===== src/design/sa_pkg.sv =====
// Shared types and constants for the stack allocator.
// No dependencies; every file of the block but sa_ram imports this package.
`timescale 1ns / 1ps

package sa_pkg;

  localparam int MarkerDepth = 64;
  localparam int OffsetBits  = 21;
  localparam int PtrBits     = $clog2(MarkerDepth + 1);
  localparam int MemAddrBits = $clog2(MarkerDepth);
  localparam int AddrBits    = 32;
  localparam int AlignBits   = 4;
  localparam int PadBits     = 2 ** AlignBits - 1;
  localparam int NextBits    = OffsetBits + 2;
  localparam int StatusBits  = 3;
  localparam int CfgIdxBits  = 1;
  localparam int CfgDataBits = 32;

  localparam logic [OffsetBits-1:0] RegionSizeReset = OffsetBits'(1048576);

  localparam logic [CfgIdxBits-1:0] CfgRegionSize = 1'b0;
  localparam logic [CfgIdxBits-1:0] CfgRegionBase = 1'b1;

  typedef enum logic [1:0] {
    ACT_ALLOC = 2'd0,
    ACT_FREE  = 2'd1,
    ACT_POP   = 2'd2,
    ACT_RESET = 2'd3
  } action_e;

  typedef enum logic [StatusBits-1:0] {
    ST_OK         = 3'd0,
    ST_NO_SPACE   = 3'd1,
    ST_EMPTY_FREE = 3'd2,
    ST_POP_BEYOND = 3'd3,
    ST_FULL       = 3'd4
  } status_e;

  typedef enum logic [1:0] {
    S_IDLE,
    S_ALLOC,
    S_FREE,
    S_POP
  } state_e;

  typedef struct packed {
    logic [OffsetBits-1:0] region_size;
    logic [AddrBits-1:0]   region_base;
  } cfg_t;

  typedef struct packed {
    logic [AddrBits-1:0] here;
    logic [PadBits-1:0]  pad;
  } align_t;

  typedef struct packed {
    logic                  valid;
    logic [AddrBits-1:0]   address;
    status_e               status;
    logic [OffsetBits-1:0] used;
    logic [OffsetBits-1:0] peak;
    logic [PtrBits-1:0]    count;
  } res_t;

endpackage


===== src/design/stack_allocator_with_markers.sv =====
// Top level of the LIFO bump allocator: configuration registers and block wiring.
// Depends on sa_pkg, sa_ram, sa_align and sa_ctrl.
`timescale 1ns / 1ps

//  Channel   Handshake              Payload
//  -------   ---------------------  ----------------------------------------------
//  command   start & !busy          action_i, request_size_i, align_log2_i,
//                                   target_offset_i
//  result    done_o (one cycle)     address_o, status_o, used_bytes_o,
//                                   peak_bytes_o, marker_count_o
//  config    cfg_we_i               cfg_idx_i, cfg_wdata_i (no wait, no read-back)
//
//  Steps per command, from the accepting edge to the result beat:
//    reset action, free or pop with no markers, pop beyond top: registered on accept.
//    allocate: align terms registered, then fit check and marker write.
//    free: one marker RAM read of registered latency, then the result.
//    pop: one marker read per cycle; the walk stops at the first
//    kept marker or an empty stack, so it reads discarded markers plus at most one.
//  Reset clears top, peak and marker count at once; the marker RAM gets no
//  clearing pass since entries above the count are never used. busy is high from
//  the accepting edge until the result beat; a new command may be taken in the
//  cycle the result is shown. The receiver cannot stall the result beat.

module stack_allocator_with_markers (
  input  logic                          clk_i,
  input  logic                          rst_ni,
  // command channel
  input  logic                          start,
  output logic                          busy,
  input  logic [1:0]                    action_i,
  input  logic [sa_pkg::OffsetBits-1:0] request_size_i,
  input  logic [sa_pkg::AlignBits-1:0]  align_log2_i,
  input  logic [sa_pkg::OffsetBits-1:0] target_offset_i,
  // result channel
  output logic                          done_o,
  output logic [sa_pkg::AddrBits-1:0]   address_o,
  output logic [sa_pkg::StatusBits-1:0] status_o,
  output logic [sa_pkg::OffsetBits-1:0] used_bytes_o,
  output logic [sa_pkg::OffsetBits-1:0] peak_bytes_o,
  output logic [sa_pkg::PtrBits-1:0]    marker_count_o,
  // configuration port
  input  logic                          cfg_we_i,
  input  logic [sa_pkg::CfgIdxBits-1:0] cfg_idx_i,
  input  logic [sa_pkg::CfgDataBits-1:0] cfg_wdata_i
);
  import sa_pkg::*;

  cfg_t                   cfg_q, cfg_d;
  align_t                 align;
  res_t                   res;
  logic [OffsetBits-1:0]  top;
  logic                   mem_we;
  logic [MemAddrBits-1:0] mem_waddr;
  logic [OffsetBits-1:0]  mem_wdata;
  logic [MemAddrBits-1:0] mem_raddr;
  logic [OffsetBits-1:0]  mem_rdata;

  // Configuration registers: take a write in the cycle it is offered.
  always_comb begin
    cfg_d = cfg_q;
    if (cfg_we_i) begin
      unique case (cfg_idx_i)
        CfgRegionSize: cfg_d.region_size = cfg_wdata_i[OffsetBits-1:0];
        CfgRegionBase: cfg_d.region_base = cfg_wdata_i[AddrBits-1:0];
      endcase
    end
  end

  always_ff @(posedge clk_i or negedge rst_ni) begin
    if (!rst_ni) begin
      cfg_q.region_size <= RegionSizeReset;
      cfg_q.region_base <= '0;
    end else begin
      cfg_q <= cfg_d;
    end
  end

  // Padding is worked out from the live top so an allocate can register it
  // on the accepting edge.
  sa_align u_align (
    .base_i       (cfg_q.region_base),
    .top_i        (top),
    .align_log2_i (align_log2_i),
    .align_o      (align)
  );

  sa_ctrl u_ctrl (
    .clk_i         (clk_i),
    .rst_ni        (rst_ni),
    .start_i       (start),
    .busy_o        (busy),
    .action_i      (action_i),
    .size_i        (request_size_i),
    .target_i      (target_offset_i),
    .region_size_i (cfg_q.region_size),
    .align_i       (align),
    .top_o         (top),
    .mem_we_o      (mem_we),
    .mem_waddr_o   (mem_waddr),
    .mem_wdata_o   (mem_wdata),
    .mem_raddr_o   (mem_raddr),
    .mem_rdata_i   (mem_rdata),
    .res_o         (res)
  );

  // Marker stack: one entry per pushed top offset. Writes and reads never
  // target the same entry, since a write goes to the pointer and reads lie below it.
  sa_ram #(
    .Width (OffsetBits),
    .Depth (MarkerDepth)
  ) u_marker_ram (
    .clk_i   (clk_i),
    .we_i    (mem_we),
    .waddr_i (mem_waddr),
    .wdata_i (mem_wdata),
    .raddr_i (mem_raddr),
    .rdata_o (mem_rdata)
  );

  assign done_o         = res.valid;
  assign address_o      = res.address;
  assign status_o       = res.status;
  assign used_bytes_o   = res.used;
  assign peak_bytes_o   = res.peak;
  assign marker_count_o = res.count;

endmodule


===== src/design/sa_ram.sv =====
// Generic single-port-write, single-port-read RAM with registered read data.
// No dependencies.
`timescale 1ns / 1ps

module sa_ram #(
  parameter int Width = 8,
  parameter int Depth = 16
) (
  input  logic                     clk_i,
  input  logic                     we_i,
  input  logic [$clog2(Depth)-1:0] waddr_i,
  input  logic [Width-1:0]         wdata_i,
  input  logic [$clog2(Depth)-1:0] raddr_i,
  output logic [Width-1:0]         rdata_o
);

  logic [Width-1:0] mem_q [Depth];
  logic [Width-1:0] rdata_q;

  always_ff @(posedge clk_i) begin
    if (we_i) begin
      mem_q[waddr_i] <= wdata_i;
    end
    rdata_q <= mem_q[raddr_i];
  end

  assign rdata_o = rdata_q;

endmodule


===== src/design/sa_align.sv =====
// Alignment front end: absolute top address and padding to the next boundary.
// Depends on sa_pkg.
`timescale 1ns / 1ps

module sa_align (
  input  logic [sa_pkg::AddrBits-1:0]   base_i,
  input  logic [sa_pkg::OffsetBits-1:0] top_i,
  input  logic [sa_pkg::AlignBits-1:0]  align_log2_i,
  output sa_pkg::align_t                align_o
);
  import sa_pkg::*;

  logic [AddrBits-1:0] here;
  logic [PadBits:0]    bound;
  logic [PadBits:0]    mask_wide;
  logic [PadBits-1:0]  neg_low;

  assign here      = base_i + AddrBits'(top_i);
  // only the low bits of the negated address survive the mask
  assign neg_low   = ~here[PadBits-1:0] + PadBits'(1);
  assign bound     = (PadBits + 1)'(1) << align_log2_i;
  assign mask_wide = bound - (PadBits + 1)'(1);

  assign align_o.here = here;
  assign align_o.pad  = neg_low & mask_wide[PadBits-1:0];

endmodule


===== src/design/sa_ctrl.sv =====
// Sequencer for the allocator: top/peak/pointer state, marker RAM access, result beat.
// Depends on sa_pkg; drives the marker RAM and takes the alignment terms from sa_align.
`timescale 1ns / 1ps

module sa_ctrl (
  input  logic                           clk_i,
  input  logic                           rst_ni,
  input  logic                           start_i,
  output logic                           busy_o,
  input  logic [1:0]                     action_i,
  input  logic [sa_pkg::OffsetBits-1:0]  size_i,
  input  logic [sa_pkg::OffsetBits-1:0]  target_i,
  input  logic [sa_pkg::OffsetBits-1:0]  region_size_i,
  input  sa_pkg::align_t                 align_i,
  output logic [sa_pkg::OffsetBits-1:0]  top_o,
  output logic                           mem_we_o,
  output logic [sa_pkg::MemAddrBits-1:0] mem_waddr_o,
  output logic [sa_pkg::OffsetBits-1:0]  mem_wdata_o,
  output logic [sa_pkg::MemAddrBits-1:0] mem_raddr_o,
  input  logic [sa_pkg::OffsetBits-1:0]  mem_rdata_i,
  output sa_pkg::res_t                   res_o
);
  import sa_pkg::*;

  state_e                state_q, state_d;
  logic [OffsetBits-1:0] top_q, top_d;
  logic [OffsetBits-1:0] peak_q, peak_d;
  logic [PtrBits-1:0]    ptr_q, ptr_d;
  logic [OffsetBits-1:0] size_q, size_d;
  logic [OffsetBits-1:0] target_q, target_d;
  logic [AddrBits-1:0]   here_q, here_d;
  logic [PadBits-1:0]    pad_q, pad_d;
  res_t                  res_q, res_d;

  action_e               act;
  logic                  accept;
  logic                  ptr_empty;
  logic                  ptr_full;
  logic                  pop_beyond;
  logic [PtrBits-1:0]    ptr_dec;
  logic [PtrBits-1:0]    ptr_dec2;
  logic [PtrBits-1:0]    ptr_inc;
  logic [NextBits-1:0]   next_off;
  logic [OffsetBits-1:0] next_top;
  logic                  fits;
  logic                  discard;

  assign act        = action_e'(action_i);
  assign accept     = start_i && (state_q == S_IDLE);
  assign busy_o     = (state_q != S_IDLE);
  assign ptr_empty  = (ptr_q == '0);
  assign ptr_full   = (ptr_q == PtrBits'(MarkerDepth));
  assign pop_beyond = (target_i > top_q);
  assign ptr_dec    = ptr_q - PtrBits'(1);
  assign ptr_dec2   = ptr_q - PtrBits'(2);
  assign ptr_inc    = ptr_q + PtrBits'(1);
  assign next_off   = NextBits'(top_q) + NextBits'(pad_q) + NextBits'(size_q);
  assign next_top   = next_off[OffsetBits-1:0];
  assign fits       = (next_off <= NextBits'(region_size_i));
  assign discard    = (mem_rdata_i > target_q);

  assign top_o       = top_q;
  assign mem_waddr_o = ptr_q[MemAddrBits-1:0];
  assign mem_wdata_o = top_q;

  // next state
  always_comb begin
    state_d = state_q;
    unique case (state_q)
      S_IDLE: begin
        if (accept) begin
          unique case (act)
            ACT_ALLOC: state_d = S_ALLOC;
            ACT_FREE:  state_d = ptr_empty ? S_IDLE : S_FREE;
            ACT_POP:   state_d = (pop_beyond || ptr_empty) ? S_IDLE : S_POP;
            ACT_RESET: state_d = S_IDLE;
          endcase
        end
      end
      S_ALLOC: state_d = S_IDLE;
      S_FREE:  state_d = S_IDLE;
      S_POP: begin
        if (!(discard && (ptr_dec != '0))) begin
          state_d = S_IDLE;
        end
      end
    endcase
  end

  // datapath and outputs
  always_comb begin
    top_d       = top_q;
    peak_d      = peak_q;
    ptr_d       = ptr_q;
    size_d      = size_q;
    target_d    = target_q;
    here_d      = here_q;
    pad_d       = pad_q;
    mem_we_o    = 1'b0;
    mem_raddr_o = ptr_dec[MemAddrBits-1:0];
    res_d.valid   = 1'b0;
    res_d.address = '0;
    res_d.status  = ST_OK;
    unique case (state_q)
      S_IDLE: begin
        if (accept) begin
          size_d   = size_i;
          target_d = target_i;
          here_d   = align_i.here;
          pad_d    = align_i.pad;
          unique case (act)
            ACT_ALLOC: ;
            ACT_FREE: begin
              if (ptr_empty) begin
                res_d.valid  = 1'b1;
                res_d.status = ST_EMPTY_FREE;
              end
            end
            ACT_POP: begin
              if (pop_beyond) begin
                res_d.valid  = 1'b1;
                res_d.status = ST_POP_BEYOND;
              end else if (ptr_empty) begin
                top_d       = target_i;
                res_d.valid = 1'b1;
              end
            end
            ACT_RESET: begin
              top_d       = '0;
              peak_d      = '0;
              ptr_d       = '0;
              res_d.valid = 1'b1;
            end
          endcase
        end
      end
      S_ALLOC: begin
        res_d.valid = 1'b1;
        if (!fits) begin
          res_d.status = ST_NO_SPACE;
        end else if (ptr_full) begin
          res_d.status = ST_FULL;
        end else begin
          mem_we_o      = 1'b1;
          ptr_d         = ptr_inc;
          top_d         = next_top;
          res_d.address = here_q + AddrBits'(pad_q);
          if (next_top > peak_q) begin
            peak_d = next_top;
          end
        end
      end
      S_FREE: begin
        top_d       = mem_rdata_i;
        ptr_d       = ptr_dec;
        res_d.valid = 1'b1;
      end
      S_POP: begin
        if (discard) begin
          ptr_d       = ptr_dec;
          mem_raddr_o = ptr_dec2[MemAddrBits-1:0];
        end
        if (!(discard && (ptr_dec != '0))) begin
          top_d       = target_q;
          res_d.valid = 1'b1;
        end
      end
    endcase
    res_d.used  = top_d;
    res_d.peak  = peak_d;
    res_d.count = ptr_d;
  end

  always_ff @(posedge clk_i or negedge rst_ni) begin
    if (!rst_ni) begin
      state_q <= S_IDLE;
      top_q   <= '0;
      peak_q  <= '0;
      ptr_q   <= '0;
      res_q   <= '0;
    end else begin
      state_q <= state_d;
      top_q   <= top_d;
      peak_q  <= peak_d;
      ptr_q   <= ptr_d;
      res_q   <= res_d;
    end
  end

  always_ff @(posedge clk_i) begin
    size_q   <= size_d;
    target_q <= target_d;
    here_q   <= here_d;
    pad_q    <= pad_d;
  end

  assign res_o = res_q;

endmodule


===== config.mk =====
export PLATFORM = sky130hd
export DESIGN_NAME = stack_allocator_with_markers
export DESIGN_NICKNAME = d
export VERILOG_FILES = /design/src/design/sa_pkg.sv /design/src/design/stack_allocator_with_markers.sv /design/src/design/sa_ram.sv /design/src/design/sa_align.sv /design/src/design/sa_ctrl.sv
export SDC_FILE = /design/constraint.sdc
export NUM_CORES = 2
export LEC_CHECK = 0
export ABC_AREA = 1
export BUFFER_PORTS_ARGS = -buffer_cell sky130_fd_sc_hd__buf_2
export CORE_MARGIN = 4
export CORE_UTILIZATION = 42
export CTS_CLUSTER_SIZE = 8
export DETAILED_ROUTE_END_ITERATION = 16
export GPL_ROUTABILITY_DRIVEN = 0
export SETUP_SLACK_MARGIN = 0.4
export SYNTH_ARGS = -nofsm -noshare
export SYNTH_HDL_FRONTEND = slang
export SYNTH_SLANG_ARGS = --single-unit

===== constraint.sdc =====
create_clock -name clk_i -period 19.5 [get_ports clk_i]
set_input_delay 2.925 -clock clk_i [delete_from_list [all_inputs] [get_ports clk_i]]
set_output_delay 2.925 -clock clk_i [all_outputs]
set_load 0.01 [all_outputs]

==> impl_results.md <==
- CTS Buffer Depth: 3
- YS warnings: 0
- Total number of vias: 55,061
- Setup Buffers After CTS: 0
- Wire per inst: 23.0 um
- Total I/O pin count: 171
- Clk Latency, worst-skew pair: 0.83 ns
- Post-synth net total: 8,026
- Final WL: 237,000 um
- Total track usage: 25.0%
- Global-route wire length before repair: 345,000 um
- # hold bufs at CTS: 0
- Worst Tran Pin Value: 1.31 ns
- DP HPWL: 147,000 um
- Yosys top cell by area: edfxtp_1
- Final ANT Viol Nets: 0
- Most common cell after layout, fill and taps aside: nand2_1
- Post-CTS resize count: 0
- Most frequent cells in the layout: 1,812 x nand2_1, 1,550 x inv_1, 1,508 x nand3_1, 1,433 x edfxtp_1, 219 x clkbuf_16
- Netlist cell types: 57
- Port bufs: 170
- Sw Share: 37.6%
- Root Driver: clkbuf_16
- Slowest stage delay, CP: 1.09 ns
- Mapped Area: 75,700 sq um
- Setup TNS: 0 ns
- Pin count of the biggest net entering global routing: 201
- Die width: 433 um
- Area after DPL: 78,500 sq um
- RSZ-0062 raised after global routing: no
- Crit share post-route: 43.9%
- Seq pwr share: 38.8%
- Max Fclk: 117 MHz
- Initial antenna violation count: 10
- Area growth syn-to-layout: 11.5%
- Critical Path Fanout Max: 32
- Asr flop ratio synth: 8.78%
- Layout Cell Area excl Fill: 84,400 sq um
- Synthesis-stage register bit count: 1,594
- Worst-path clk slew: 0.05 ns
- Number of synthesized flops with an enable pin: 1,433
- Worst EP arrival: 8.97 ns
- Chip Height: 433 um
- Internal Power: 7.36 mW
- Synth top area cells: edfxtp_1 57%, nand3_1 10%, nand2_1 9.0%, inv_1 7.7%, dfrtp_1 4.6%
- Cell Rows: 155
- Crit start category: flop
- Leak: 37.1 nW
- Synthesized area per cell: 9.76 sq um
- TritonCTS clock tree: built
- GRT overflow: 0
- MaxCap Viol Count: 0
- Final setup skew: 0.0450 ns
- CTS sink count: 1,594
- Die area: 187,000 sq um
- Core ar.: 179,000 sq um
- Sequential share of the synthesized area: 62.0%
- Vias/cell: 5.33
- DRT Pass-1 Iters: 6
- Initial Util: 42.3%
- Final hold vios: 0
- Slowest CP cell: nor2_2
- PD cells: 140 nW/um^2
- CTS buffer count: 218
- Setup violators final: 0
- Fillcell total: 16,547
- Clock share of power: 29.1%
- Total net switching power: 4.43 mW
- Most used DFF post-synth: edfxtp_1
- Final Total Pwr: 11.8 mW
- Final nets: 8,146
- Post-synth top area share: 56.9%
- Final Slew Violations: 0
- Hold Crit Class: flop to flop
- H-Tree Depth: 4
- Worst relative slew slack: 12.9%
- Status: finished clean
- Tmin final: 8.55 ns
- CP Class: flop to flop
- Drt drc: 0
- Most used cell, CP: nand2_1
- Initial drt markers: 6,421
- Post-Synthesis Cells: 7,759
- Comb pwr share: 32.1%
- Crit end category: flop
- Maximum vdd drop: 108 uV
- Vias in the first global route: 52,190
- Data required, critical path: 19.92 ns
- Share of layout cells above drive strength 1: 7.64%
==> through the flow <==
stage / utilization [%] / hold WS (ns) / instances / setup slack [ns]
2_1_floorplan: - / 0.453 / 7759 / 12.35
3_3_place_gp: 43.9 / 0.467 / 10014 / 10.98
3_5_place_dp: 43.9 / 0.475 / 10014 / 10.96
4_1_cts: 47.2 / 0.487 / 10318 / 10.97
5_1_grt: 47.2 / 0.500 / 10318 / 10.15
6_report: 47.2 / 0.487 / 10321 / 10.95
==> Yosys cell counts, drive strengths merged (8+ instances only) <==
cell and number:
xnor2 31, buf 282, nand4 24, a21boi 9, nor3 33, o211ai 9
nand3b 8, a21oi 135, dfrtp 139, edfxtp 1433, inv 1556, dfxtp 21
xor2 61, nand3 1516, o21ai 148, clkbuf 64, o21bai 9, nand2 1822
ha 178, nor2 216
==> critical path, delay by kind of cell (launching register included) <==
family	cells	cell delay (ns)
AO/OA/AOI/OAI	6	1.31
buffers and inverters	4	0.37
flip-flops	1	0.68
adder cells (fa/ha/maj)	3	1.12
AND/OR/NAND/NOR	20	4.65
==> kinds of logic (layout without fill, tap and decap cells) <==
| family | count (synthesis) | after routing | synth area share (%) |
|---|---|---|---|
| other cells | 0 | 3 | 0 |
| buf+inv | 1904 | 2108 | 10.3 |
| fa+ha+maj | 182 | 182 | 3.05 |
| simple gates | 3633 | 3633 | 20.9 |
| mux | 6 | 6 | 0.0893 |
| compound gates | 348 | 348 | 2.56 |
| flops | 1594 | 1594 | 62.0 |
| xor+xnor | 92 | 92 | 1.07 |
==> flip-flops by register name, summed over array words and instances (netlist names) <==
register / flops
u_ctrl.state_q: 2
u_ctrl.peak_q: 21
u_ctrl.here_q: 32
u_marker_ram.rdata_o: 21
u_ctrl.ptr_q: 7
u_ctrl.target_q: 21
u_ctrl.size_q: 21
u_ctrl.res_o: 36
u_marker_ram.mem_q: 1344
u_ctrl.mem_wdata_o: 21
cfg_q: 53
u_ctrl.pad_q: 15
==> power groups by stage <==
stage,Combinational (mW),Sequential [mW],Clock [mW]
2_1_floorplan,2.07,4.69,0
3_3_place_gp,3.69,4.63,0
3_5_place_dp,3.72,4.63,0
4_1_cts,3.74,4.57,3.47
5_1_grt,4.13,4.58,3.63
6_report,3.78,4.58,3.43
==> per-layer routing <==
metal | share of wire, % | routed length [um] | GRT usage (%)
met1 | 40 | 95600 | 33.6
met2 | 46 | 109000 | 39.2
met3 | 9.2 | 21800 | 5.09
met4 | 4.6 | 10900 | 11.0
met5 | 0 | 0 | 0
==> final timing paths <==
kind                                       start                   endpoint  slack, ns  cells after the start
hold reg to reg                        cfg_q[37]                  cfg_q[37]       0.49                      2
hold / removal                         cfg_q[37]                  cfg_q[37]       0.49                      2
setup / recovery           u_ctrl.mem_wdata_o[1]  u_marker_ram.mem_q[63][9]      10.95                     33
setup reg to reg           u_ctrl.mem_wdata_o[1]  u_marker_ram.mem_q[63][9]      10.95                     33
max in group asynchronous                 rst_ni           u_ctrl.res_o[60]      15.99                      2
min in group asynchronous                 rst_ni           u_ctrl.res_o[84]       2.21                      1
==> layout make-up <==
type	count	area (sq um)	share of cell area, %
clock inverter	12	199	0.236
inverter	1558	5860	6.94
timing repair buffer	246	1480	1.75
antenna	3	7.51	0.00889
clock buffer	292	5770	6.84
multi-input combinational	4261	21200	25.1
tap	2355	2950	3.49
sequential	1594	47000	55.7
No activity file was read; power rests on OpenSTA's default activity.
